==> src/sv/mtw_pkg.sv <==
// ----------------------------------------------------------------------------
// Multi-task watchdog package
// Sizes, command and status codes, and table access types.
// ----------------------------------------------------------------------------
package mtw_pkg;

  localparam int MAX_ENTRIES = 16;
  localparam int IDX_W       = (MAX_ENTRIES > 1) ? $clog2(MAX_ENTRIES) : 1;
  localparam int CNT_W       = $clog2(MAX_ENTRIES + 1);

  localparam int CMD_W   = 3;
  localparam int ID_W    = 8;
  localparam int MS_W    = 32;
  localparam int PER_W   = 16;
  localparam int STAT_W  = 2;
  localparam int WCNT_W  = 5;

  localparam logic [PER_W-1:0] PERIOD_RESET = 16'd1000;

  localparam logic [CMD_W-1:0] CMD_TICK    = 3'd0;
  localparam logic [CMD_W-1:0] CMD_ADD     = 3'd1;
  localparam logic [CMD_W-1:0] CMD_REMOVE  = 3'd2;
  localparam logic [CMD_W-1:0] CMD_KICK    = 3'd3;
  localparam logic [CMD_W-1:0] CMD_START   = 3'd4;
  localparam logic [CMD_W-1:0] CMD_SUSPEND = 3'd5;

  localparam logic [STAT_W-1:0] ST_DONE     = 2'd0;
  localparam logic [STAT_W-1:0] ST_ZERO     = 2'd1;
  localparam logic [STAT_W-1:0] ST_FULL     = 2'd2;
  localparam logic [STAT_W-1:0] ST_NOTFOUND = 2'd3;

  // Write request into the entry table.
  typedef struct packed {
    logic             we_key;   // write id and timeout
    logic             we_seen;  // write last-seen time
    logic [IDX_W-1:0] addr;
    logic [ID_W-1:0]  id;
    logic [MS_W-1:0]  tmo;
    logic [MS_W-1:0]  seen;
  } tbl_wr_t;

  // One table entry as read back.
  typedef struct packed {
    logic [ID_W-1:0] id;
    logic [MS_W-1:0] tmo;
    logic [MS_W-1:0] seen;
  } tbl_rd_t;

endpackage

==> src/sv/multi_task_watchdog.sv <==
// Sequence: tick without scan, suspend, spare codes and add with zero timeout go
//   straight to the response; scan and lookup walk up to the N table entries,
//   start fills them, and remove walks then compacts (compaction overlaps).
// Throughput: one command at a time; the next input is taken the cycle after the
//   result loads, and a stalled result holds the sequencer in its response state.
// Reset: asynchronous active low; clears clock, period counter, flags and count.
// ----------------------------------------------------------------------------
// Multi-task watchdog
// Table of watched tasks with periodic silence scan and fault latch.
// ----------------------------------------------------------------------------
module multi_task_watchdog (
  input  logic                        clk_i,
  input  logic                        rst_ni,
  // configuration write channel: check period in ticks
  input  logic                        cfg_valid_i,
  output logic                        cfg_ready_o,
  input  logic [mtw_pkg::PER_W-1:0]   check_period_ms_i,
  // command channel
  input  logic                        in_valid_i,
  output logic                        in_ready_o,
  input  logic [mtw_pkg::CMD_W-1:0]   cmd_i,
  input  logic [mtw_pkg::ID_W-1:0]    task_id_i,
  input  logic [mtw_pkg::MS_W-1:0]    timeout_ms_i,
  // result channel
  output logic                        out_valid_o,
  input  logic                        out_ready_i,
  output logic [mtw_pkg::STAT_W-1:0]  status_o,
  output logic                        restart_o,
  output logic [mtw_pkg::ID_W-1:0]    fault_task_o,
  output logic [mtw_pkg::MS_W-1:0]    silence_ms_o,
  output logic [mtw_pkg::WCNT_W-1:0]  watched_count_o
);

  // Sequencer states. SCAN serves both the periodic silence scan (tick) and
  // the id lookup (add, remove, kick); which compare applies follows cmd_q.
  typedef enum logic [4:0] {
    S_IDLE = 5'b00001,
    S_SCAN = 5'b00010,
    S_MOVE = 5'b00100,
    S_FILL = 5'b01000,
    S_RESP = 5'b10000
  } state_e;

  state_e state_q, state_d;

  // Command held for the duration of the walk.
  logic [mtw_pkg::CMD_W-1:0] cmd_q, cmd_d;
  logic [mtw_pkg::ID_W-1:0]  id_q, id_d;
  logic [mtw_pkg::MS_W-1:0]  tmo_q, tmo_d;

  // Watchdog state.
  logic [mtw_pkg::PER_W-1:0] period_q, period_d;
  logic [mtw_pkg::MS_W-1:0]  clock_q, clock_d;
  logic [mtw_pkg::PER_W-1:0] pcount_q, pcount_d;
  logic [mtw_pkg::PER_W-1:0] pcount_inc;
  logic                      watch_q, watch_d;
  logic                      fault_q, fault_d;
  logic [mtw_pkg::CNT_W-1:0] count_q, count_d;

  // Walk control: ptr_q is the next entry to read, rv_q marks read data
  // coming back this cycle for entry ridx_q.
  logic [mtw_pkg::CNT_W-1:0] ptr_q, ptr_d;
  logic                      rv_q, rv_d;
  logic [mtw_pkg::IDX_W-1:0] ridx_q, ridx_d;

  // Result being built.
  logic [mtw_pkg::STAT_W-1:0] pst_q, pst_d;
  logic                       prs_q, prs_d;
  logic [mtw_pkg::ID_W-1:0]   ptask_q, ptask_d;
  logic [mtw_pkg::MS_W-1:0]   psil_q, psil_d;

  // Output register.
  logic                        out_valid_q, out_valid_d;
  logic                        out_load;
  logic [mtw_pkg::STAT_W-1:0]  status_q;
  logic                        restart_q;
  logic [mtw_pkg::ID_W-1:0]    fault_task_q;
  logic [mtw_pkg::MS_W-1:0]    silence_q;
  logic [mtw_pkg::WCNT_W-1:0]  wcount_q;

  // Table access.
  mtw_pkg::tbl_wr_t          tbl_wr;
  mtw_pkg::tbl_rd_t          tbl_rd;
  logic                      rd_en;
  logic [mtw_pkg::IDX_W-1:0] rd_addr;

  logic [mtw_pkg::MS_W-1:0]  silence;
  logic                      hit;
  logic                      walk_more;

  mtw_table u_table (
    .clk_i     (clk_i),
    .wr_i      (tbl_wr),
    .rd_en_i   (rd_en),
    .rd_addr_i (rd_addr),
    .rd_o      (tbl_rd)
  );

  assign in_ready_o  = (state_q == S_IDLE);
  assign cfg_ready_o = 1'b1;

  // Wrap-safe silence of the entry coming back from the table.
  assign silence    = clock_q - tbl_rd.seen;
  assign hit        = (cmd_q == mtw_pkg::CMD_TICK) ? (silence > tbl_rd.tmo)
                                                   : (tbl_rd.id == id_q);
  assign walk_more  = (ptr_q < count_q);
  assign pcount_inc = pcount_q + 1'b1;
  assign rd_addr    = ptr_q[mtw_pkg::IDX_W-1:0];

  always_comb begin
    state_d     = state_q;
    cmd_d       = cmd_q;
    id_d        = id_q;
    tmo_d       = tmo_q;
    period_d    = period_q;
    clock_d     = clock_q;
    pcount_d    = pcount_q;
    watch_d     = watch_q;
    fault_d     = fault_q;
    count_d     = count_q;
    ptr_d       = ptr_q;
    rv_d        = 1'b0;
    ridx_d      = ridx_q;
    pst_d       = pst_q;
    prs_d       = prs_q;
    ptask_d     = ptask_q;
    psil_d      = psil_q;
    out_valid_d = out_valid_q && !out_ready_i;
    out_load    = 1'b0;
    rd_en       = 1'b0;
    tbl_wr      = '0;

    if (cfg_valid_i) begin
      period_d = check_period_ms_i;
    end

    case (state_q)
      S_IDLE: begin
        if (in_valid_i) begin
          cmd_d   = cmd_i;
          id_d    = task_id_i;
          tmo_d   = timeout_ms_i;
          pst_d   = mtw_pkg::ST_DONE;
          prs_d   = 1'b0;
          ptask_d = '0;
          psil_d  = '0;
          ptr_d   = '0;
          state_d = S_RESP;
          case (cmd_i)
            mtw_pkg::CMD_TICK: begin
              clock_d = clock_q + 1'b1;
              // Period hit uses >= so a zero period scans on every tick.
              if (pcount_inc >= period_q) begin
                pcount_d = '0;
                if (watch_q && !fault_q) begin
                  state_d = S_SCAN;
                end
              end else begin
                pcount_d = pcount_inc;
              end
            end
            mtw_pkg::CMD_ADD: begin
              if (timeout_ms_i == '0) begin
                pst_d = mtw_pkg::ST_ZERO;
              end else begin
                state_d = S_SCAN;
              end
            end
            mtw_pkg::CMD_REMOVE,
            mtw_pkg::CMD_KICK: begin
              state_d = S_SCAN;
            end
            mtw_pkg::CMD_START: begin
              state_d = S_FILL;
            end
            mtw_pkg::CMD_SUSPEND: begin
              watch_d = 1'b0;
            end
            default: begin
            end
          endcase
        end
      end

      S_SCAN: begin
        if (rv_q && hit) begin
          state_d = S_RESP;
          case (cmd_q)
            mtw_pkg::CMD_TICK: begin
              prs_d   = 1'b1;
              ptask_d = tbl_rd.id;
              psil_d  = silence;
              fault_d = 1'b1;
            end
            mtw_pkg::CMD_ADD: begin
              tbl_wr.we_key  = 1'b1;
              tbl_wr.we_seen = 1'b1;
              tbl_wr.addr    = ridx_q;
              tbl_wr.id      = id_q;
              tbl_wr.tmo     = tmo_q;
              tbl_wr.seen    = clock_q;
            end
            mtw_pkg::CMD_KICK: begin
              tbl_wr.we_seen = 1'b1;
              tbl_wr.addr    = ridx_q;
              tbl_wr.seen    = clock_q;
            end
            default: begin
              // remove: shift the following entries up by one
              ptr_d   = mtw_pkg::CNT_W'(ridx_q) + 1'b1;
              state_d = S_MOVE;
            end
          endcase
        end else if (!rv_q && !walk_more) begin
          // Walk finished without a match.
          state_d = S_RESP;
          case (cmd_q)
            mtw_pkg::CMD_ADD: begin
              if (count_q >= mtw_pkg::CNT_W'(mtw_pkg::MAX_ENTRIES)) begin
                pst_d = mtw_pkg::ST_FULL;
              end else begin
                tbl_wr.we_key  = 1'b1;
                tbl_wr.we_seen = 1'b1;
                tbl_wr.addr    = count_q[mtw_pkg::IDX_W-1:0];
                tbl_wr.id      = id_q;
                tbl_wr.tmo     = tmo_q;
                tbl_wr.seen    = clock_q;
                count_d        = count_q + 1'b1;
              end
            end
            mtw_pkg::CMD_REMOVE,
            mtw_pkg::CMD_KICK: begin
              pst_d = mtw_pkg::ST_NOTFOUND;
            end
            default: begin
            end
          endcase
        end else if (walk_more) begin
          rd_en  = 1'b1;
          ptr_d  = ptr_q + 1'b1;
          rv_d   = 1'b1;
          ridx_d = ptr_q[mtw_pkg::IDX_W-1:0];
        end
      end

      S_MOVE: begin
        // Read entry j while entry j-1 of the previous read is written back;
        // the write never touches an entry still to be read.
        if (rv_q) begin
          tbl_wr.we_key  = 1'b1;
          tbl_wr.we_seen = 1'b1;
          tbl_wr.addr    = ridx_q - 1'b1;
          tbl_wr.id      = tbl_rd.id;
          tbl_wr.tmo     = tbl_rd.tmo;
          tbl_wr.seen    = tbl_rd.seen;
        end
        if (walk_more) begin
          rd_en  = 1'b1;
          ptr_d  = ptr_q + 1'b1;
          rv_d   = 1'b1;
          ridx_d = ptr_q[mtw_pkg::IDX_W-1:0];
        end else if (!rv_q) begin
          count_d = count_q - 1'b1;
          state_d = S_RESP;
        end
      end

      S_FILL: begin
        if (walk_more) begin
          tbl_wr.we_seen = 1'b1;
          tbl_wr.addr    = ptr_q[mtw_pkg::IDX_W-1:0];
          tbl_wr.seen    = clock_q;
          ptr_d          = ptr_q + 1'b1;
        end else begin
          watch_d = 1'b1;
          state_d = S_RESP;
        end
      end

      S_RESP: begin
        // Hand over once the output register is free or being drained.
        if (!out_valid_q || out_ready_i) begin
          out_load    = 1'b1;
          out_valid_d = 1'b1;
          state_d     = S_IDLE;
        end
      end

      default: begin
        state_d = S_IDLE;
      end
    endcase
  end

  always_ff @(posedge clk_i or negedge rst_ni) begin
    if (!rst_ni) begin
      state_q     <= S_IDLE;
      period_q    <= mtw_pkg::PERIOD_RESET;
      clock_q     <= '0;
      pcount_q    <= '0;
      watch_q     <= 1'b0;
      fault_q     <= 1'b0;
      count_q     <= '0;
      ptr_q       <= '0;
      rv_q        <= 1'b0;
      out_valid_q <= 1'b0;
    end else begin
      state_q     <= state_d;
      period_q    <= period_d;
      clock_q     <= clock_d;
      pcount_q    <= pcount_d;
      watch_q     <= watch_d;
      fault_q     <= fault_d;
      count_q     <= count_d;
      ptr_q       <= ptr_d;
      rv_q        <= rv_d;
      out_valid_q <= out_valid_d;
    end
  end

  // Payload registers, no reset.
  always_ff @(posedge clk_i) begin
    cmd_q   <= cmd_d;
    id_q    <= id_d;
    tmo_q   <= tmo_d;
    ridx_q  <= ridx_d;
    pst_q   <= pst_d;
    prs_q   <= prs_d;
    ptask_q <= ptask_d;
    psil_q  <= psil_d;
    if (out_load) begin
      status_q     <= pst_q;
      restart_q    <= prs_q;
      fault_task_q <= ptask_q;
      silence_q    <= psil_q;
      wcount_q     <= mtw_pkg::WCNT_W'(count_q);
    end
  end

  assign out_valid_o     = out_valid_q;
  assign status_o        = status_q;
  assign restart_o       = restart_q;
  assign fault_task_o    = fault_task_q;
  assign silence_ms_o    = silence_q;
  assign watched_count_o = wcount_q;

endmodule

==> src/sv/mtw_table.sv <==
// ----------------------------------------------------------------------------
// Watchdog entry table
// Two synchronous memories (id/timeout and last-seen), one write and one
// registered read port.
// ----------------------------------------------------------------------------
module mtw_table (
  input  logic                     clk_i,
  input  mtw_pkg::tbl_wr_t         wr_i,
  input  logic                     rd_en_i,
  input  logic [mtw_pkg::IDX_W-1:0] rd_addr_i,
  output mtw_pkg::tbl_rd_t         rd_o
);

  logic [mtw_pkg::ID_W+mtw_pkg::MS_W-1:0] key_mem  [mtw_pkg::MAX_ENTRIES];
  logic [mtw_pkg::MS_W-1:0]               seen_mem [mtw_pkg::MAX_ENTRIES];
  logic [mtw_pkg::ID_W+mtw_pkg::MS_W-1:0] key_q;
  logic [mtw_pkg::MS_W-1:0]               seen_q;

  always_ff @(posedge clk_i) begin
    if (wr_i.we_key) begin
      key_mem[wr_i.addr] <= {wr_i.id, wr_i.tmo};
    end
    if (wr_i.we_seen) begin
      seen_mem[wr_i.addr] <= wr_i.seen;
    end
  end

  always_ff @(posedge clk_i) begin
    if (rd_en_i) begin
      key_q  <= key_mem[rd_addr_i];
      seen_q <= seen_mem[rd_addr_i];
    end
  end

  assign rd_o.id   = key_q[mtw_pkg::ID_W+mtw_pkg::MS_W-1:mtw_pkg::MS_W];
  assign rd_o.tmo  = key_q[mtw_pkg::MS_W-1:0];
  assign rd_o.seen = seen_q;

endmodule

==> config.mk <==
export PLATFORM = sky130hd
export DESIGN_NAME = multi_task_watchdog
export DESIGN_NICKNAME = d
export VERILOG_FILES = /design/src/sv/mtw_pkg.sv /design/src/sv/multi_task_watchdog.sv /design/src/sv/mtw_table.sv
export SDC_FILE = /design/constraint.sdc
export NUM_CORES = 1
export LEC_CHECK = 0
export ABC_AREA = 0
export BUFFER_PORTS_ARGS = -buffer_cell sky130_fd_sc_hd__clkbuf_2
export CAP_MARGIN = 20
export CORE_ASPECT_RATIO = 1.75
export CORE_MARGIN = 2
export CORE_UTILIZATION = 40
export CTS_BUF_LIST = sky130_fd_sc_hd__clkbuf_16
export DETAILED_ROUTE_END_ITERATION = 7
export SLEW_MARGIN = 20
export SYNTH_ARGS = -nofsm -noshare
export SYNTH_HDL_FRONTEND = slang
export SYNTH_HIERARCHICAL = 1
export SYNTH_SLANG_ARGS = --single-unit
==> constraint.sdc <==
create_clock -name clk_i -period 10.3 [get_ports clk_i]
set_input_delay 0.515 -clock clk_i [delete_from_list [all_inputs] [get_ports clk_i]]
set_output_delay 0.515 -clock clk_i [all_outputs]
set_load 0.02 [all_outputs]
==> results.txt <==
----------------------------------------------------
[Run status]
  Status ... completed

[Detailed routing]
  Highest signal layer in the routed design ... met5
  DRC violation count after routing ... 0
  Drt total wl ... roughly 140 mm
  Number of vias after detailed routing ... 29860
  DRC marker count from the first detailed-route iteration ... roughly 3000
  Routed wl met2 ... approximately 80 mm
  Wire length per cell ... between 20 and 30 um
  Antenna viol nets, final ... 0
  Via-to-Cell Ratio ... roughly 5.6
  First-pass detailed-route iteration total ... 5
  Routed length on met1 ... roughly 55 mm
  Met3 routed wirelength ... roughly 6.4 mm

[Worst setup path]
  Data required, critical path ... 10760 ps
  Cell with the largest stage delay on the worst path ... sky130_fd_sc_hd__nor4_1
  Worst Path Buf+Inv ... 4
  Critical path launch point type ... flop
  Cell breakdown of the critical path ... inv_1 -> ha_1 -> inv_1 -> fa_1 -> a211oi_1 -> nor2_1 -> o221ai_1 -> a21oi_1 -> o21ai_0 -> a21oi_1 -> nor3_1 -> nor2_1 -> ha_1 -> nand4_1 -> nor4_1 -> a221oi_1 -> nand3_1 -> o21a_1 -> o21a_2 -> buf_4 -> or2_2 -> or3b_2 -> nor2_4 -> buf_4
  Kind of end point of the critical path ... flop
  WP data arrival ... 8440 ps
  Maximum fanout count along the critical path ... slightly above 40
  Worst Path Class, Setup ... reg2reg
  Slowest stage delay, CP ... 800 ps
  Gate family responsible for the most delay along the worst path ... simple AND/OR/NAND/NOR gates

[Place]
  Number of I/O port buffers ... roughly 110
  Final Wtd Congestion ... 0.9361
  Number of cells after detailed placement ... ~5000
  Post-DP HPWL ... approximately 88 mm

[Timing]
  Maximum clock frequency ... about 130 MHz
  Setup violations, final ... 0
  Fin Clk Skew ... around 47 ps
  Relative slew slack ... 0.2346
  Final slew viol count ... 0
  Unrepaired setup endpoints after global routing ... false
  Actual transition at the worst max-transition pin ... about 1100 ps
  Setup_tns ... 0 ps
  Final-report hold violation count ... 0
  Min cycle time layout ... roughly 8000 ps
  Post-route fraction of the period consumed by the critical path ... 0.7755

[Pwr]
  Internal Dissipation ... between 0.009 and 0.01 W
  IR Drop Worst-Case VDD ... ~0.2 mV
  Share of total power in sequential cells ... 0.535
  Leakage power ... between 20 and 25 nW
  Net switching power figure ... 0.002901 W
  PD cells ... about 190 nW/um2
  Part of the power in the clock network ... 0.390
  Switching portion of total power ... 0.2318
  Combinational fraction of design power ... 0.075

[Yosys]
  Fraction of the yosys area taken by sequential cells ... 0.7403
  Post-synthesis register bit count ... 1445
  Cells after synthesis ... slightly above 3000
  Synthesized area per cell ... about 19 um2
  EDFF count, synth ... ~1400
  Net count after synthesis ... ~3200
  Library cells used by synthesis ... 80
  Fraction of registers with async set/reset ... 0.05744
  Synthesized cell area ... between 50000 and 60000 um2
  Leading register cell type out of synthesis ... sky130_fd_sc_hd__edfxtp_1
  Number of synthesis warnings ... 6

[GRT]
  Global route overflow ... 0
  Global-route wire length before repair ... between 200 and 250 mm
  Largest net degree at the start of global routing ... roughly 100
  Via count of the first global-routing pass ... just over 30000
  Antenna violations before repair ... 8
  Global-route total usage across every layer ... 0.1955

[Clocking]
  Clock Tree Buf Depth ... 3
  CTS clk-pin slew, worst paths ... 70 ps
  Number of buffers inserted by post-CTS setup repair ... 0
  Sink count of the clock tree ... 1445
  Clock latency reported for the late side of the worst-skew pair ... just under 800 ps
  H-tree depth ... 4
  Cell chosen for the clock root ... sky130_fd_sc_hd__clkbuf_16
  CTS tree ... yes
  TritonCTS buffer count ... between 100 and 150
  Count of cells resized by post-cts repair ... 0

[Finish]
  Most frequent cells in the layout ... 1362 x sky130_fd_sc_hd__edfxtp_1, 288 x sky130_fd_sc_hd__mux4_2, 180 x sky130_fd_sc_hd__nand2_1, 144 x sky130_fd_sc_hd__a22oi_1, 141 x sky130_fd_sc_hd__inv_1
  Layout overhead on the synthesized area ... 13.68%
  Layout Nets ... about 3500
  Number of fillers in the final layout ... around 12000
  Fraction of final layout cells with drive strength greater than 1 ... 0.2112
  Number of cells in the finished layout apart from fillers ... 5296
  Most common library cell in the layout ignoring fill and taps ... sky130_fd_sc_hd__edfxtp_1

[Floorplanning]
  Vertical die dimension ... between 500 and 600 um
  Number of rows created at floorplan ... approximately 190
  Area of the core ... between 100000 and 150000 um2
  Number of placed I/O pins ... 115
  Area of the die ... between 100000 and 150000 um2
  Chip Width ... 292.0 um
  Initial Util ... 0.4014

[Run]
  MaxCap Viol Count ... 0

[Worst hold path]
  Class of the tightest hold or removal check ... in2reg

----------------------------------------------------
[layer usage]
| layer | up-vias | GRT usage |
|---|---|---|
| met5 | - | 0 |
| met4 | 8 | 0.07410 |
| met3 | 230 | 0.02552 |
| met2 | 852 | 0.3635 |
| met1 | 15850 | 0.2288 |
| li1 | 12910 | - |
[stage by stage]
step	utilization	hold WS [ps]	instance area, um2	total power [W]	setup slack (ps)
finish	0.4563	167.5	66010	0.01252	2312
global route	0.4562	170.4	66000	0.01294	1849
CTS	0.4560	126.2	65970	0.01265	2151
detailed placement	0.4218	404.5	61020	0.007750	2185
global placement	0.4216	406.3	60990	0.007744	2323
floorplan	-	219.4	58060	0.007431	2427
[kinds of logic after synthesis]
family          share of synthesized area
xor+xnor                          0.01177
flops                              0.7403
buf+inv                           0.02064
compound gates                    0.05482
simple gates                      0.03946
fa+ha+maj                         0.02051
other cells                    0.00006458
mux                                0.1124
[power by group through the flow]
stage	logic [W]	registers (W)	clock network, W
2_1_floorplan	0.000615	0.00682	0
3_3_place_gp	0.000925	0.00682	0
3_5_place_dp	0.000929	0.00682	0
4_1_cts	0.000952	0.00670	0.00500
5_1_grt	0.00102	0.00671	0.00521
6_report	0.000933	0.00670	0.00489
[state kept, by name (all words and copies together), names as in the netlist, 2 cells and up]
signal            flops
fault_task_o          8
silence_ms_o         32
ridx_q                4
u_table/key_q        40
id_q                  8
u_table/seen_mem    512
state_q               5
watched_count_o       5
cmd_q                 3
psil_q               32
tmo_q                32
u_table/key_mem     640
pst_q                 2
status_o              2
ptr_q                 5
u_table/seen_q       32
pcount_q             16
clock_q              32
count_q               5
period_q             16
ptask_q               8
[worst reg2reg max path: stages (launching register included)]
cell and delay, ps:
sky130_fd_sc_hd__dfrtp_1 410, sky130_fd_sc_hd__inv_1 100, sky130_fd_sc_hd__ha_1 180, sky130_fd_sc_hd__inv_1 60, sky130_fd_sc_hd__fa_1 420, sky130_fd_sc_hd__a211oi_1 240
sky130_fd_sc_hd__nor2_1 110, sky130_fd_sc_hd__o221ai_1 380, sky130_fd_sc_hd__a21oi_1 230, sky130_fd_sc_hd__o21ai_0 410, sky130_fd_sc_hd__a21oi_1 140, sky130_fd_sc_hd__nor3_1 250
sky130_fd_sc_hd__nor2_1 70, sky130_fd_sc_hd__ha_1 310, sky130_fd_sc_hd__nand4_1 130, sky130_fd_sc_hd__nor4_1 800, sky130_fd_sc_hd__a221oi_1 220, sky130_fd_sc_hd__nand3_1 270
sky130_fd_sc_hd__o21a_1 220, sky130_fd_sc_hd__o21a_2 170, sky130_fd_sc_hd__buf_4 510, sky130_fd_sc_hd__or2_2 270, sky130_fd_sc_hd__or3b_2 580, sky130_fd_sc_hd__nor2_4 770
sky130_fd_sc_hd__buf_4 420
[cell usage after synthesis (4+ instances only)]
| cell | instances | area [um2] |
|---|---|---|
| sky130_fd_sc_hd__clkbuf_1 | 81 | 304.0 |
| sky130_fd_sc_hd__o32a_1 | 4 | 40.04 |
| sky130_fd_sc_hd__and3_1 | 14 | 87.58 |
| sky130_fd_sc_hd__buf_6 | 20 | 225.2 |
| sky130_fd_sc_hd__ha_1 | 92 | 1151 |
| sky130_fd_sc_hd__a31oi_1 | 4 | 25.02 |
| sky130_fd_sc_hd__o21bai_1 | 4 | 30.03 |
| sky130_fd_sc_hd__or3_1 | 5 | 31.28 |
| sky130_fd_sc_hd__nor2_1 | 91 | 341.6 |
| sky130_fd_sc_hd__nor2b_1 | 8 | 50.05 |
| sky130_fd_sc_hd__nand3b_1 | 5 | 37.54 |
| sky130_fd_sc_hd__dfstp_2 | 7 | 183.9 |
| sky130_fd_sc_hd__a22o_1 | 72 | 630.6 |
| sky130_fd_sc_hd__o21ai_0 | 63 | 315.3 |
| sky130_fd_sc_hd__mux4_2 | 288 | 6486 |
| sky130_fd_sc_hd__edfxtp_1 | 1362 | 40900 |
| sky130_fd_sc_hd__nor3b_1 | 4 | 30.03 |
| sky130_fd_sc_hd__inv_1 | 116 | 435.4 |
| sky130_fd_sc_hd__and2_1 | 32 | 200.2 |
| sky130_fd_sc_hd__xor2_1 | 24 | 210.2 |
| sky130_fd_sc_hd__xnor2_1 | 54 | 473.0 |
| sky130_fd_sc_hd__a21oi_1 | 50 | 250.2 |
| sky130_fd_sc_hd__nand3_1 | 42 | 210.2 |
| sky130_fd_sc_hd__nand4_1 | 24 | 150.1 |
| sky130_fd_sc_hd__nor3_1 | 27 | 135.1 |
| sky130_fd_sc_hd__nand2b_1 | 15 | 93.84 |
| sky130_fd_sc_hd__a22oi_1 | 144 | 1081 |
| sky130_fd_sc_hd__o21a_1 | 14 | 105.1 |
| sky130_fd_sc_hd__or2_2 | 7 | 43.79 |
| sky130_fd_sc_hd__nand2_1 | 180 | 675.7 |
| sky130_fd_sc_hd__o211ai_1 | 8 | 60.06 |
| sky130_fd_sc_hd__buf_4 | 12 | 90.09 |
| sky130_fd_sc_hd__buf_1 | 8 | 30.03 |
| sky130_fd_sc_hd__o2bb2ai_1 | 4 | 35.03 |
| sky130_fd_sc_hd__buf_2 | 13 | 65.06 |
| sky130_fd_sc_hd__a21o_1 | 26 | 195.2 |
| sky130_fd_sc_hd__a211oi_1 | 4 | 30.03 |
| sky130_fd_sc_hd__dfrtp_1 | 76 | 1902 |
| sky130_fd_sc_hd__nor4_1 | 10 | 62.56 |
[timing repair]
item	CTS	global route
hold endpoints to repair	92	0
hold buffers	61	0
endpoints found under the setup margin	0	0
[area by class of cell]
class	count	area, um2	share of cell area
Clock inverter	110	1013	0.01535
Inverter	117	439.2	0.006653
Tap cell	1870	2340	0.03545
Clock buffer	133	3328	0.05042
Sequential cell	1445	42990	0.6513
Antenna cell	3	7.507	0.0001137
Multi-Input combinational cell	1381	14180	0.2149
Timing Repair Buffer	237	1704	0.02582
[worst paths after layout]
check | start | end | slack [ps] | depth (start not counted)
setup / recovery | clock_q[0]$_DFFE_PN0P_ | u_table/key_mem[1][11]$_DFFE_PP_ | 2310 | 24
hold / removal | in_valid_i | state_q[0]$_DFFE_PN1P_ | 170 | 3
setup reg to reg | clock_q[0]$_DFFE_PN0P_ | u_table/key_mem[1][11]$_DFFE_PP_ | 2310 | 24
hold reg to reg | psil_q[12]$_SDFFCE_PN0P_ | silence_ms_o[12]$_DFFE_PP_ | 410 | 0
max in group asynchronous | rst_ni | clock_q[27]$_DFFE_PN0P_ | 8870 | 3
min in group asynchronous | rst_ni | period_q[14]$_DFFE_PN0P_ | 270 | 2
Power figures use the tool's default switching activity.
